### src/sv/step_response_metrics_assert.svh
// Assertion macros shared by the step response metrics RTL
`ifndef STEP_RESPONSE_METRICS_ASSERT_SVH
`define STEP_RESPONSE_METRICS_ASSERT_SVH

// Implication checked every clock, masked during reset
`define SRM_ASSERT_IMP(lbl, clk, rst_n, ante, cons, msg) \
  lbl: assert property (@(posedge clk) disable iff (!rst_n) (ante) |-> (cons)) \
    else $error(msg);

// Implication whose consequent is checked in the cycle after the antecedent
`define SRM_ASSERT_NEXT(lbl, clk, rst_n, ante, cons, msg) \
  lbl: assert property (@(posedge clk) disable iff (!rst_n) (ante) |=> (cons)) \
    else $error(msg);

`endif

### src/sv/srm_pkg.sv
package srm_pkg;

  localparam int unsigned SpW   = 31;
  localparam int unsigned CntW  = 16;
  localparam int unsigned DW    = 32;
  localparam int unsigned SumW  = 50;
  localparam int unsigned DivW  = 64;

  localparam logic [SpW-1:0]  SpReset  = 31'd13107200;
  localparam logic [CntW-1:0] CntReset = 16'd500;

  localparam logic [0:0] RegSetpoint = 1'b0;
  localparam logic [0:0] RegCount    = 1'b1;

  typedef enum logic [2:0] {
    StIdle,
    StDivOv,
    StDivSe,
    StDivJt,
    StOut
  } srm_state_e;

  // controller to datapath
  typedef struct packed {
    logic       sample;    // absorb one input beat
    logic       div_start; // launch divider
    logic [1:0] div_sel;   // 0 overshoot, 1 steady error, 2 jitter
    logic       div_done_capture;
    logic       finish;    // load output register, clear run
    logic       out_pop;   // output beat taken
  } srm_cmd_t;

  // datapath to controller
  typedef struct packed {
    logic last;     // sample being absorbed ends the run
    logic div_busy;
    logic out_full;
  } srm_sts_t;

  localparam logic [1:0] DivOv = 2'd0;
  localparam logic [1:0] DivSe = 2'd1;
  localparam logic [1:0] DivJt = 2'd2;

endpackage

### src/sv/step_response_metrics.sv
// Step response metrics.
// Input channel s_axis: one beat per sample (time, speed, drive). After
// sample_count beats the run ends and one result beat is produced on
// m_axis carrying rise time, overshoot, steady error, settle time, peak
// drive, ripple and jitter; run state then clears, registers persist.
// Flow: ordinary samples are taken back to back. The last sample of a run
// starts three divisions (overshoot, steady error, jitter) in turn on one
// shared restoring divider; each runs as launch, 64 quotient bits and
// capture, and m_axis_tvalid rises after the third capture.
// s_axis_tready is low during the divisions and while a previous result still
// waits in the output register when the next one is ready.
// Reset (rst_ni low, async) restores setpoint 200.0 and sample_count 500
// and clears all run state; no clearing pass is needed.
// A stalled receiver holds the result in the output register; new samples
// are still taken until the following run end.
// APB: register 0 setpoint at 0x0, register 1 sample_count at 0x4.
module step_response_metrics #(
  parameter int unsigned MaxSamples = 65535
) (
  input  logic         clk_i,
  input  logic         rst_ni,
  input  logic         psel,
  input  logic         penable,
  input  logic         pwrite,
  input  logic [2:0]   paddr,
  input  logic [31:0]  pwdata,
  output logic [31:0]  prdata,
  output logic         pready,
  input  logic         s_axis_tvalid,
  output logic         s_axis_tready,
  // [31:0] sample_time, [63:32] speed, [95:64] drive
  input  logic [95:0]  s_axis_tdata,
  output logic         m_axis_tvalid,
  input  logic         m_axis_tready,
  // [31:0] rise_ticks, [32] rise_valid, [64:33] overshoot,
  // [96:65] steady_error, [128:97] settle_stamp, [129] settle_valid,
  // [161:130] peak_drive, [193:162] ripple, [225:194] jitter, rest zero
  output logic [231:0] m_axis_tdata
);
  logic [srm_pkg::SpW-1:0]  sp_q;
  logic [srm_pkg::CntW-1:0] cnt_q;
  logic wr;

  assign pready = 1'b1;
  assign wr = psel && penable && pwrite;
  always_ff @(posedge clk_i or negedge rst_ni) begin
    if (!rst_ni) begin
      sp_q  <= srm_pkg::SpReset;
      cnt_q <= srm_pkg::CntReset;
    end else if (wr && paddr[1:0] == 2'b00) begin
      if (paddr[2] == srm_pkg::RegSetpoint) sp_q <= pwdata[30:0];
      else cnt_q <= pwdata[15:0];
    end
  end
  always_comb begin
    case (paddr[2])
      srm_pkg::RegSetpoint: prdata = {1'b0, sp_q};
      default:              prdata = {16'd0, cnt_q};
    endcase
  end

  srm_pkg::srm_cmd_t cmd;
  srm_pkg::srm_sts_t sts;

  srm_ctrl u_ctrl (
    .clk_i       (clk_i),
    .rst_ni      (rst_ni),
    .in_valid_i  (s_axis_tvalid),
    .in_ready_o  (s_axis_tready),
    .out_ready_i (m_axis_tready),
    .sts_i       (sts),
    .cmd_o       (cmd)
  );

  logic [31:0] rt, ov, st, pd, rp, jt;
  logic signed [31:0] se;
  logic rv, sv;

  srm_dp #(.MaxSamples(MaxSamples)) u_dp (
    .clk_i           (clk_i),
    .rst_ni          (rst_ni),
    .cmd_i           (cmd),
    .sts_o           (sts),
    .setpoint_i      (sp_q),
    .count_i         (cnt_q),
    .sample_time_i   (s_axis_tdata[31:0]),
    .speed_i         ($signed(s_axis_tdata[63:32])),
    .drive_i         ($signed(s_axis_tdata[95:64])),
    .rise_ticks_o    (rt),
    .rise_valid_o    (rv),
    .overshoot_o     (ov),
    .steady_error_o  (se),
    .settle_stamp_o  (st),
    .settle_valid_o  (sv),
    .peak_drive_o    (pd),
    .ripple_o        (rp),
    .jitter_o        (jt),
    .out_valid_o     (m_axis_tvalid)
  );

  assign m_axis_tdata = {6'd0, jt, rp, pd, sv, st, se, ov, rv, rt};
endmodule

### src/sv/srm_div.sv
// Unsigned restoring divider, one quotient bit per clock.
module srm_div (
  input  logic                    clk_i,
  input  logic                    rst_ni,
  input  logic                    start_i,
  input  logic [srm_pkg::DivW-1:0] num_i,
  input  logic [srm_pkg::DivW-1:0] den_i,
  output logic                    busy_o,
  output logic [srm_pkg::DivW-1:0] quo_o
);
  localparam int unsigned W = srm_pkg::DivW;

  logic [W-1:0]   quo_q, quo_d, den_q, den_d;
  logic [W:0]     rem_q, rem_d;
  logic [6:0]     cnt_q, cnt_d;
  logic           busy_q, busy_d;
  logic [W:0]     trial;

  always_comb begin
    quo_d  = quo_q;
    den_d  = den_q;
    rem_d  = rem_q;
    cnt_d  = cnt_q;
    busy_d = busy_q;
    trial  = {rem_q[W-1:0], quo_q[W-1]} - {1'b0, den_q};
    if (start_i) begin
      quo_d  = num_i;
      den_d  = den_i;
      rem_d  = '0;
      cnt_d  = 7'(W);
      busy_d = 1'b1;
    end else if (busy_q) begin
      if (!trial[W]) begin
        rem_d = trial;
        quo_d = {quo_q[W-2:0], 1'b1};
      end else begin
        rem_d = {rem_q[W-1:0], quo_q[W-1]};
        quo_d = {quo_q[W-2:0], 1'b0};
      end
      cnt_d = cnt_q - 7'd1;
      if (cnt_q == 7'd1) begin
        busy_d = 1'b0;
      end
    end
  end

  always_ff @(posedge clk_i or negedge rst_ni) begin
    if (!rst_ni) begin
      busy_q <= 1'b0;
      cnt_q  <= '0;
    end else begin
      busy_q <= busy_d;
      cnt_q  <= cnt_d;
    end
  end

  always_ff @(posedge clk_i) begin
    quo_q <= quo_d;
    den_q <= den_d;
    rem_q <= rem_d;
  end

  assign busy_o = busy_q;
  assign quo_o  = quo_q;
endmodule

### src/sv/srm_ctrl.sv
// Sequencer: absorb samples, run three divisions after the last, emit.
module srm_ctrl (
  input  logic              clk_i,
  input  logic              rst_ni,
  input  logic              in_valid_i,
  output logic              in_ready_o,
  input  logic              out_ready_i,
  input  srm_pkg::srm_sts_t sts_i,
  output srm_pkg::srm_cmd_t cmd_o
);
  `include "step_response_metrics_assert.svh"

  srm_pkg::srm_state_e state_q, state_d;
  logic started_q, started_d;

  always_comb begin
    state_d   = state_q;
    started_d = 1'b0;
    case (state_q)
      srm_pkg::StIdle: begin
        if (in_valid_i && in_ready_o && sts_i.last) begin
          state_d   = srm_pkg::StDivOv;
          started_d = 1'b0;
        end
      end
      srm_pkg::StDivOv, srm_pkg::StDivSe, srm_pkg::StDivJt: begin
        started_d = 1'b1;
        if (started_q && !sts_i.div_busy) begin
          started_d = 1'b0;
          case (state_q)
            srm_pkg::StDivOv: state_d = srm_pkg::StDivSe;
            srm_pkg::StDivSe: state_d = srm_pkg::StDivJt;
            default:          state_d = srm_pkg::StOut;
          endcase
        end
      end
      srm_pkg::StOut: begin
        if (!sts_i.out_full || out_ready_i) begin
          state_d = srm_pkg::StIdle;
        end
      end
      default: state_d = srm_pkg::StIdle;
    endcase
  end

  always_comb begin
    cmd_o            = '0;
    in_ready_o       = (state_q == srm_pkg::StIdle);
    cmd_o.sample     = in_valid_i && in_ready_o;
    cmd_o.out_pop    = out_ready_i && sts_i.out_full;
    case (state_q)
      srm_pkg::StDivOv: cmd_o.div_sel = srm_pkg::DivOv;
      srm_pkg::StDivSe: cmd_o.div_sel = srm_pkg::DivSe;
      srm_pkg::StDivJt: cmd_o.div_sel = srm_pkg::DivJt;
      default:          cmd_o.div_sel = srm_pkg::DivOv;
    endcase
    if (state_q == srm_pkg::StDivOv || state_q == srm_pkg::StDivSe ||
        state_q == srm_pkg::StDivJt) begin
      cmd_o.div_start        = !started_q;
      cmd_o.div_done_capture = started_q && !sts_i.div_busy;
    end
    if (state_q == srm_pkg::StOut) begin
      cmd_o.finish = !sts_i.out_full || out_ready_i;
    end
  end

  always_ff @(posedge clk_i or negedge rst_ni) begin
    if (!rst_ni) begin
      state_q   <= srm_pkg::StIdle;
      started_q <= 1'b0;
    end else begin
      state_q   <= state_d;
      started_q <= started_d;
    end
  end

  `SRM_ASSERT_IMP(a_no_accept_busy, clk_i, rst_ni,
                  state_q != srm_pkg::StIdle, !in_ready_o, "input accepted while busy")
  `SRM_ASSERT_NEXT(a_start_busy, clk_i, rst_ni, cmd_o.div_start, sts_i.div_busy,
                   "divider did not start")
  `SRM_ASSERT_NEXT(a_last_to_div, clk_i, rst_ni, cmd_o.sample && sts_i.last,
                   state_q == srm_pkg::StDivOv, "run end not followed by division")
endmodule

### src/sv/srm_dp.sv
// Per-sample trackers, final metric assembly and output register.
module srm_dp #(
  parameter int unsigned MaxSamples = 65535
) (
  input  logic                     clk_i,
  input  logic                     rst_ni,
  input  srm_pkg::srm_cmd_t        cmd_i,
  output srm_pkg::srm_sts_t        sts_o,
  input  logic [srm_pkg::SpW-1:0]  setpoint_i,
  input  logic [srm_pkg::CntW-1:0] count_i,
  input  logic [31:0]              sample_time_i,
  input  logic signed [31:0]       speed_i,
  input  logic signed [31:0]       drive_i,
  output logic [31:0]              rise_ticks_o,
  output logic                     rise_valid_o,
  output logic [31:0]              overshoot_o,
  output logic signed [31:0]       steady_error_o,
  output logic [31:0]              settle_stamp_o,
  output logic                     settle_valid_o,
  output logic [31:0]              peak_drive_o,
  output logic [31:0]              ripple_o,
  output logic [31:0]              jitter_o,
  output logic                     out_valid_o
);
  `include "step_response_metrics_assert.svh"

  localparam int unsigned IW = (MaxSamples > 65535) ? 24 : 16;
  localparam int unsigned W  = srm_pkg::DivW;
  localparam int unsigned SW = srm_pkg::SumW;

  // effective run length and window geometry
  logic [IW-1:0] n_eff, cnt10, ws;
  logic [30:0]   sp;
  always_comb begin
    n_eff = (count_i == '0) ? IW'(1) : IW'(count_i);
    if (32'(n_eff) > 32'(MaxSamples)) n_eff = IW'(MaxSamples);
    // n/10 by reciprocal: floor(n*52429/2^19) exact for n < 2^18
    cnt10 = IW'((40'(n_eff) * 40'd52429) >> 19);
    ws    = n_eff - cnt10;
    sp    = (setpoint_i == '0) ? 31'd1 : setpoint_i;
  end

  logic [IW-1:0]      idx_q;
  logic signed [31:0] peak_q, wmin_q, wmax_q, prev_u_q;
  logic [31:0]        low_t_q, high_t_q, settle_q;
  logic               low_s_q, high_s_q, ever_q, prev_ob_q;
  logic signed [SW-1:0] err_q;
  logic [SW-1:0]      chg_q;
  logic [32:0]        pabs_q;

  // per-sample arithmetic
  logic signed [36:0] y10, sp1, sp9;
  logic signed [33:0] dev, adev;
  logic signed [39:0] dev50;
  logic               outb, in_win, win_next, last;
  logic signed [33:0] du, adu;
  logic signed [32:0] au;
  always_comb begin
    y10   = 37'(speed_i) * 37'sd10;
    sp1   = 37'($signed({1'b0, sp}));
    sp9   = sp1 * 37'sd9;
    dev   = 34'(speed_i) - 34'($signed({1'b0, sp}));
    adev  = dev[33] ? -dev : dev;
    dev50 = 40'(adev) * 40'sd50;
    outb  = dev50 > 40'($signed({1'b0, sp}));
    in_win   = idx_q >= ws;
    win_next = idx_q > ws;
    // full-scale drive swing needs 33 bits
    du    = 34'(drive_i) - 34'(prev_u_q);
    adu   = du[33] ? -du : du;
    au    = drive_i[31] ? -33'(drive_i) : 33'(drive_i);
    last  = !((IW+1)'(idx_q) + (IW+1)'(1) < (IW+1)'(n_eff));
  end
  assign sts_o.last = last;

  always_ff @(posedge clk_i or negedge rst_ni) begin
    if (!rst_ni) begin
      idx_q <= '0; peak_q <= 32'sh8000_0000; low_t_q <= '0; low_s_q <= 1'b0;
      high_t_q <= '0; high_s_q <= 1'b0; ever_q <= 1'b0; prev_ob_q <= 1'b0;
      settle_q <= '0; err_q <= '0; wmin_q <= 32'sh7fff_ffff;
      wmax_q <= 32'sh8000_0000; prev_u_q <= '0; chg_q <= '0; pabs_q <= '0;
    end else if (cmd_i.finish) begin
      idx_q <= '0; peak_q <= 32'sh8000_0000; low_t_q <= '0; low_s_q <= 1'b0;
      high_t_q <= '0; high_s_q <= 1'b0; ever_q <= 1'b0; prev_ob_q <= 1'b0;
      settle_q <= '0; err_q <= '0; wmin_q <= 32'sh7fff_ffff;
      wmax_q <= 32'sh8000_0000; prev_u_q <= '0; chg_q <= '0; pabs_q <= '0;
    end else if (cmd_i.sample) begin
      if (speed_i > peak_q) peak_q <= speed_i;
      if (!low_s_q && y10 >= sp1) begin
        low_s_q <= 1'b1; low_t_q <= sample_time_i;
      end
      if (!high_s_q && y10 >= sp9) begin
        high_s_q <= 1'b1; high_t_q <= sample_time_i;
      end
      if (prev_ob_q) settle_q <= sample_time_i;
      if (outb) ever_q <= 1'b1;
      prev_ob_q <= outb;
      if (in_win) begin
        err_q <= err_q + SW'($signed({1'b0, sp})) - SW'(speed_i);
        if (drive_i < wmin_q) wmin_q <= drive_i;
        if (drive_i > wmax_q) wmax_q <= drive_i;
        if (win_next) chg_q <= chg_q + SW'(adu);
      end
      prev_u_q <= drive_i;
      if (au > $signed(pabs_q)) pabs_q <= au;
      if (!last) idx_q <= idx_q + IW'(1);
    end
  end

  // divider operands
  logic [W-1:0] num, den, quo;
  logic         div_busy;
  logic [31:0]  ov_excess;
  logic         err_neg;
  logic [SW-1:0] err_mag;
  always_comb begin
    ov_excess = 32'(peak_q) - 32'({1'b0, sp});
    err_neg   = err_q[SW-1];
    err_mag   = err_neg ? SW'(-err_q) : SW'(err_q);
    case (cmd_i.div_sel)
      srm_pkg::DivOv: begin
        // excess * 100 * 65536 = excess * (2^22 + 2^21 + 2^18)
        num = (W'(ov_excess) << 22) + (W'(ov_excess) << 21) + (W'(ov_excess) << 18);
        den = W'(sp);
      end
      srm_pkg::DivSe: begin
        num = W'(err_mag);
        den = (cnt10 == '0) ? W'(1) : W'(cnt10);
      end
      default: begin
        num = W'(chg_q);
        den = (cnt10 < IW'(2)) ? W'(1) : W'(cnt10 - IW'(1));
      end
    endcase
  end

  srm_div u_div (
    .clk_i   (clk_i),
    .rst_ni  (rst_ni),
    .start_i (cmd_i.div_start),
    .num_i   (num),
    .den_i   (den),
    .busy_o  (div_busy),
    .quo_o   (quo)
  );
  assign sts_o.div_busy = div_busy;

  logic [31:0] ov_q, se_q, jt_q;
  always_ff @(posedge clk_i) begin
    if (cmd_i.div_done_capture) begin
      case (cmd_i.div_sel)
        srm_pkg::DivOv: begin
          if (peak_q <= $signed({1'b0, sp})) ov_q <= '0;
          else ov_q <= (quo[W-1:32] != '0) ? 32'hffff_ffff : quo[31:0];
        end
        srm_pkg::DivSe: begin
          if (cnt10 == '0) se_q <= '0;
          else if (!err_neg)
            se_q <= (quo > W'(32'h7fff_ffff)) ? 32'h7fff_ffff : quo[31:0];
          else
            se_q <= (quo > W'(33'h8000_0000)) ? 32'h8000_0000 : 32'(-quo[31:0]);
        end
        default: begin
          if (cnt10 < IW'(2)) jt_q <= '0;
          else jt_q <= (quo[W-1:32] != '0) ? 32'hffff_ffff : quo[31:0];
        end
      endcase
    end
  end

  // output register
  logic full_q;
  logic rv, sv;
  assign rv = low_s_q && high_s_q;
  assign sv = ever_q && !prev_ob_q;
  always_ff @(posedge clk_i or negedge rst_ni) begin
    if (!rst_ni) full_q <= 1'b0;
    else if (cmd_i.finish) full_q <= 1'b1;
    else if (cmd_i.out_pop) full_q <= 1'b0;
  end
  always_ff @(posedge clk_i) begin
    if (cmd_i.finish) begin
      rise_ticks_o    <= rv ? high_t_q - low_t_q : '0;
      rise_valid_o    <= rv;
      overshoot_o     <= ov_q;
      steady_error_o  <= $signed(se_q);
      settle_stamp_o  <= sv ? settle_q : '0;
      settle_valid_o  <= sv;
      peak_drive_o    <= pabs_q[31:0];
      ripple_o        <= (wmax_q >= wmin_q) ? 32'(wmax_q - wmin_q) : '0;
      jitter_o        <= jt_q;
    end
  end
  assign out_valid_o    = full_q;
  assign sts_o.out_full = full_q;

  `SRM_ASSERT_NEXT(a_finish_full, clk_i, rst_ni, cmd_i.finish, full_q,
                   "result not registered")
  `SRM_ASSERT_NEXT(a_finish_clear, clk_i, rst_ni, cmd_i.finish, idx_q == '0,
                   "run state not cleared")
  `SRM_ASSERT_NEXT(a_pop_empty, clk_i, rst_ni, cmd_i.out_pop && !cmd_i.finish, !full_q,
                   "output register not emptied")
endmodule
### config.mk
export PLATFORM = sky130hd
export DESIGN_NAME = step_response_metrics
export DESIGN_NICKNAME = d
export VERILOG_FILES = /design/src/sv/srm_pkg.sv /design/src/sv/step_response_metrics.sv /design/src/sv/srm_div.sv /design/src/sv/srm_ctrl.sv /design/src/sv/srm_dp.sv
export VERILOG_INCLUDE_DIRS = /design/src /design/src/sv
export SDC_FILE = /design/constraint.sdc
export NUM_CORES = 2
export LEC_CHECK = 0
export ABC_CLOCK_PERIOD_IN_PS = 14270
export BUFFER_PORTS_ARGS = -buffer_cell sky130_fd_sc_hd__buf_2
export CAP_MARGIN = 30
export CORE_ASPECT_RATIO = 0.9
export CORE_MARGIN = 4
export CORE_UTILIZATION = 40
export CTS_CLUSTER_SIZE = 16
export DETAILED_ROUTE_END_ITERATION = 6
export PLACE_DENSITY = 0.61
export RECOVER_POWER = 50
export SLEW_MARGIN = 30
export SYNTH_ARGS = -nofsm -noshare
export SYNTH_HDL_FRONTEND = slang
export SYNTH_SLANG_ARGS = --single-unit
### constraint.sdc
create_clock -name clk_i -period 14.27 [get_ports clk_i]
set_input_delay 0.7135 -clock clk_i [delete_from_list [all_inputs] [get_ports clk_i]]
set_output_delay 0.7135 -clock clk_i [all_outputs]
set_load 0.1 [all_outputs]
After elaboration in Yosys (flattened, before gate mapping)
Index checks and enable logic that the tools add are counted.
{"block": "totals", "out_inout_bits": 267, "register_bits": 951, "wordCells": 232, "inputBits": 138}
{"block": "classes", "n_addsub": 21, "n_eq_ne": 9, "multipliers": 4, "reduce_logical": 61, "mux": 83, "magnitude_cmp": 15, "n_bitwise": 2}
{"operator": "$mux 32", "n": 26}
{"operator": "$mux 50", "n": 8}
{"operator": "$mux 64", "n": 4}
{"operator": "$pmux 64 s2", "n": 2}
{"operator": "$mux 33", "n": 4}
{"operator": "$mux 34", "n": 2}
{"operator": "$neg 34->34", "n": 2}
{"operator": "$sub 32x32->33", "n": 2}
{"operator": "$sub 65x64->65", "n": 1}
{"operator": "$add 64x50->64", "n": 1}
{"operator": "$gt 32x32->1", "n": 2}
{"operator": "$gt 64x31->1 const B", "n": 1}
{"operator": "$gt 64x32->1 const B", "n": 1}
{"operator": "$mux 16", "n": 4}
{"operator": "$sub 32x32->32", "n": 2}
{"operator": "$mux 31", "n": 2}
{"operator": "$add 54x53->55", "n": 1}
{"operator": "$add 50x32->50", "n": 1}
{"operator": "$add 50x50->50", "n": 1}
{"operator": "$neg 50->50", "n": 1}
{"operator": "$sub 50x32->50", "n": 1}
{"operator": "$gt 40x32->1", "n": 1}
{"operator": "$mul 34x6->39 const B", "n": 1}
{"operator": "$ge 37x32->1", "n": 1}
{"operator": "other kinds (47)", "n": 123}

Longest topological paths before layout
{"block": "depth", "word_depth": 10, "mapped_depth": 52, "ltp_nobuf": 49}

Modules after synthesis
From an unflattened synthesis, not the netlist that was laid out.
{"block": "hier_totals", "cells_unflattened": 8960, "area_unflattened_um2": 81703.4}
{"module": "srm_dp", "seq_area_each_um2": 19169.6, "instances": 1, "cells_each": 7533, "area_per_inst_um2": 67139.4}
{"module": "srm_div", "seq_area_each_um2": 5325.1, "instances": 1, "cells_each": 1251, "area_per_inst_um2": 12034.0}
{"module": "step_response_metrics", "seq_area_each_um2": 1187.4, "instances": 1, "cells_each": 149, "area_per_inst_um2": 2274.7}
{"module": "srm_ctrl", "seq_area_each_um2": 100.1, "instances": 1, "cells_each": 27, "area_per_inst_um2": 255.2}

Worst setup path before layout
No wires, ideal clock.
{"block": "synth_timing", "path_kind": "register to register", "start": "reg cnt_q[14] (netlist bit)", "end": "reg u_dp.wmax_q[10]", "slack_ns": 3.252, "n_path_buf": 2, "setup_time_ns": 0.081, "period_less_slack_ns": 11.018, "required_time_ns": 14.189, "stages_incl_launch_ff": 46, "arrival_time_ns": 10.937, "cell_sequence": "dfrtp_1 inv_1 ha_1 nand4_1 or2_2 or3_1 clkbuf_1 nand2_1 inv_1 ha_1 fa_1 fa_1 fa_1 fa_1 inv_1 fa_1 inv_1 ha_1 [10 not listed] a21oi_1 o21bai_1 a21oi_1 o21bai_1 a21oi_1 o211ai_1 xnor2_1 ha_1 nand4_1 nor2_1 nand2_1 nor3_1 inv_1 a21oi_1 nor2_1 a211oi_1 clkbuf_1 mux2i_1"}
{"block": "synth_between", "elab_chain_len": 7}
{"item": "from (decl)", "line": "step_response_metrics.sv:41", "text": "logic [srm_pkg::CntW-1:0] cnt_q;"}
{"item": "from (signal assigned)", "line": "step_response_metrics.sv:49", "text": "cnt_q <= srm_pkg::CntReset;"}
{"item": "from (signal assigned)", "line": "step_response_metrics.sv:52", "text": "else cnt_q <= pwdata[15:0];"}
{"item": "$logic_not 16->1", "line": "srm_dp.sv:35", "text": "n_eff = (count_i == '0) ? IW'(1) : IW'(count_i);"}
{"item": "$mux 16 *", "line": "srm_dp.sv:35"}
{"item": "$mul 16x16->32", "line": "srm_dp.sv:38", "text": "cnt10 = IW'((40'(n_eff) * 40'd52429) >> 19);"}
{"item": "$sub 16x13->16 *", "line": "srm_dp.sv:39", "text": "ws = n_eff - cnt10;"}
{"item": "$ge 16x16->1 *", "line": "srm_dp.sv:66", "text": "in_win = idx_q >= ws;"}
{"item": "$reduce_bool 2->1 (no line) *"}
{"item": "$reduce_and 3->1 (no line) *"}
{"item": "to (signal assigned)", "line": "srm_dp.sv:101", "text": "if (drive_i > wmax_q) wmax_q <= drive_i;"}
{"item": "to (decl)", "line": "srm_dp.sv:44", "text": "logic signed [31:0] peak_q, wmin_q, wmax_q, prev_u_q;"}
Every way passes the cells marked *; elsewhere a longest branch is shown, timed or not.
A chain may end at the register's enable or synchronous reset.

Worst setup path in the final report
{"block": "layout_timing", "start": "reg cnt_q[14] (netlist bit)", "end": "reg u_dp.wmax_q[25]"}
Same word-level chain as after synthesis.

==> flow_summary_export.csv <==
group,metric,value,unit
run_status,status,"finished, violations left",
routing,drt-total-wl,250700,microns
sta,period_minus_slack,12.20,ns
global_route,grt_max_degree,106,
synthesis,postSynthCellCount,8939,
sta,relSlewSlack,-201.2,%
placed_design,io_buffers,395,
worst_setup_path,r2r-end,"u_dp.wmax_q[25]",
floorplan,start_util,40.37,%
synthesis,avgSynthCellArea,8.867,sq um
worst_setup_path,reg2reg_from,"cnt_q[14]",
sta,fin_crit_sh,85.53,%
routing,via_count,67440,
global_route,met2_usage,36.25,%
worst_setup_path,worst-endpoint-required,14.91,ns
global_route,grt_pass1_wl,385200,microns
floorplan,io_pins,405,
floorplan,die_x,477.2,microns
min_path,min_to,"sp_q[16]",
synthesis,synth_common_cells,"ha_1 (1040), nand2_1 (916), inv_1 (743)",
worst_setup_path,ff2ff_setup_slack,2.07,ns
worst_setup_path,cpPeakStageDelay,0.55,ns
synthesis,yosys_warnings,0,
clocking,cts-root-buf,"clkbuf_16",
routing,drt_iter0_drc,5588,
synthesis,synth_seq_cells,919,
sta,final.setup.tns,0,ns
synthesis,ys_seq_area_share,31.32,%
routing,drc_errors,0,
final_layout,drive_above_1_share,6.304,%
synthesis,async_reset_ff_share,47.55,%
worst_setup_path,critPathCaptureType,"register",
synthesis,ys_types,123,
synthesis,synth_edf_count,418,
worst_setup_path,cp_slowest_cell,"buf_4",
clocking,numCtsBuffers,103,
global_route,grtUsageMet3,3.151,%
routing,wl_per_cell,21.10,microns
worst_setup_path,reg2regPathDepth,47,
routing,via_per_inst,5.674,
min_path,hold_depth,3,
synthesis,netlist.area_leader.share,16.42,%
clocking,clk-insertion-delay-late,0.77,ns
worst_setup_path,crit_path_start_kind,"register",
clocking,cts_tree,"yes",
synthesis,synth_area_leaders,"ha_1 (16%), edfxtp_1 (16%), dfrtp_1 (12%)",
sta,tightest_slew,4.518,ns
min_path,min_from,"pwdata[16]",
global_route,grt_pass1_vias,64670,
sta,rsz0062_at_grt,"false",
clocking,clk_pin_slew,0.06,ns
global_route,grt_usage,23.65,%
synthesis,synth_flop_cell,"edfxtp_1",
clocking,ctsResizeCount,0,
floorplan,rows,154,
final_layout,nets,10540,
global_route,overflow,0,
synthesis,yosys.area.top_type,"ha_1",
sta,slew_viol_final,980,
worst_setup_path,arrival,12.85,ns
placed_design,dp_hpwl,191100,microns
worst_setup_path,cp_max_fo,32,
clocking,h-tree-depth,3,
routing,ant_nets,0,
floorplan,die_h,430.3,microns
final_layout,area_delta_synth_final,10.29,%
global_route,met1_usage,34.76,%
sta,clock.fmax,81.93,MHz
sta,final_hold_viol_count,0,
global_route,grt-busiest-layer,"met2",
sta,finClkSkew,0.05782,ns
worst_setup_path,path_class,"reg -> reg",
synthesis,synth.most_common_cell,"ha_1",
synthesis,syn_area,79260,sq um
job,drv_cap,21,
final_layout,fillers,19150,
placed_design,place_congestion,0.9513,
floorplan,core_area,196300,sq um
routing,first_pass_iters,6,
clocking,ctsLongestPathBuffers,3,
worst_setup_path,crit_top_cell,"ha_1",
sta,setup_violations,0,
floorplan,dieArea,205300,sq um
clocking,clock-sinks,919,
run_status,violations,"capacitance limit, slew limit",
global_route,antenna_found_initial,8,
min_path,hold_path.class,"in -> reg",
==> flip-flops by register name (all words and copies together) (netlist names), 33 cells and up <==
register / cells
u_dp.err_q: 50
u_dp.u_div.rem_q: 64
u_dp.chg_q: 50
u_dp.u_div.quo_o: 64
u_dp.pabs_q: 33
==> per-stage QoR <==
stage / std cells / util, % / hold WS, ns / setup slack, ns / cell area, sq um
6_report: 11890 / 44.52 / 0.2025 / 2.065 / 87420
4_1_cts: 11880 / 44.71 / 0.01510 / 2.099 / 87780
5_1_grt: 11890 / 44.52 / 0.1784 / 1.278 / 87420
3_3_place_gp: 11680 / 42.83 / 0.4012 / 2.315 / 84090
2_1_floorplan: 8967 / - / 0.4003 / 3.252 / 79370
3_5_place_dp: 11690 / 42.87 / 0.4045 / 2.184 / 84180
==> critical path: cells and delay by family, from the launching register on <==
family                     cells  cell delay [ns]
DFF                            1             0.42
muxes                          1             0.27
and+or+nand+nor               10             2.10
buffers and inverters          7             1.28
adders and majority gates     10             3.88
xor gates and xnor gates       1             0.18
AOI/OAI and AO/OA             18             3.90
==> layout make-up <==
| class | count | area, sq um | area share [%] |
|---|---|---|---|
| Antenna cell | 1 | 2.502 | 0.002862 |
| Tap cell | 2574 | 3221 | 3.684 |
| Clock inverter | 57 | 698.2 | 0.7986 |
| Inverter | 745 | 2798 | 3.200 |
| Multi-Input combinational cell | 6950 | 50510 | 57.78 |
| Sequential cell | 919 | 24820 | 28.40 |
| Timing Repair Buffer | 501 | 2472 | 2.828 |
| Clock buffer | 139 | 2897 | 3.313 |
==> worst max path at each step <==
stage                            to  slack (ns)  startpoint  cells after the start
global placement    u_dp.wmin_q[16]        2.32   cnt_q[14]                     47
detailed placement  u_dp.wmin_q[10]        2.18   cnt_q[14]                     47
floorplan           u_dp.wmax_q[10]        3.25   cnt_q[14]                     45
global route        u_dp.wmax_q[25]        1.28   cnt_q[14]                     47
CTS                 u_dp.wmin_q[19]        2.10   cnt_q[14]                     47
finish              u_dp.wmax_q[25]        2.07   cnt_q[14]                     47
==> cells by family (layout without fill, tap and decap cells) <==
logic type / count (synthesis) / count (layout) / share of synthesized area, %
muxes: 159 / 159 / 2.016
DFF: 919 / 919 / 31.32
AOI/OAI and AO/OA: 2350 / 2350 / 18.80
and+or+nand+nor: 2611 / 2611 / 15.66
adders and majority gates: 1183 / 1183 / 20.03
buffers and inverters: 1098 / 1442 / 5.321
xor gates and xnor gates: 617 / 617 / 6.846
other: 2 / 31 / 0.009475
==> layer usage <==
layer | up-vias | wire length, microns | share of wire [%]
li1 | 32350 | - | -
met1 | 32790 | 120000 | 48
met2 | 1959 | 108300 | 43
met3 | 336 | 15190 | 6.1
met4 | 0 | 7230 | 2.9
met5 | - | 0 | 0
==> cells in the final DEF, fill, tap and decap left out, drive strengths merged, types with 113 or more instances in the layout <==
cell / synthesis / final
a21o: 337 / 337
a21oi: 656 / 656
buf: 51 / 246
clkbuf: 302 / 393
dfrtp: 395 / 395
edfxtp: 418 / 418
fa: 143 / 143
ha: 1040 / 1040
inv: 744 / 747
mux2i: 154 / 154
nand2: 918 / 918
nand2b: 113 / 113
nand3: 205 / 205
nand4: 113 / 113
nor2: 612 / 612
o21ai: 620 / 620
xnor2: 384 / 384
xor2: 233 / 233
==> what timing repair did <==
item | in CTS | in global routing
hold buffers | 0 | 1
buffers inserted | 0 | 0
setup endpoints to repair | 0 | 0
hold endpoints to repair | 0 | 29
Power is left out: the tool's default activity adds up to more than one toggle a clock period on the data nets, which glitch-free logic cannot reach.
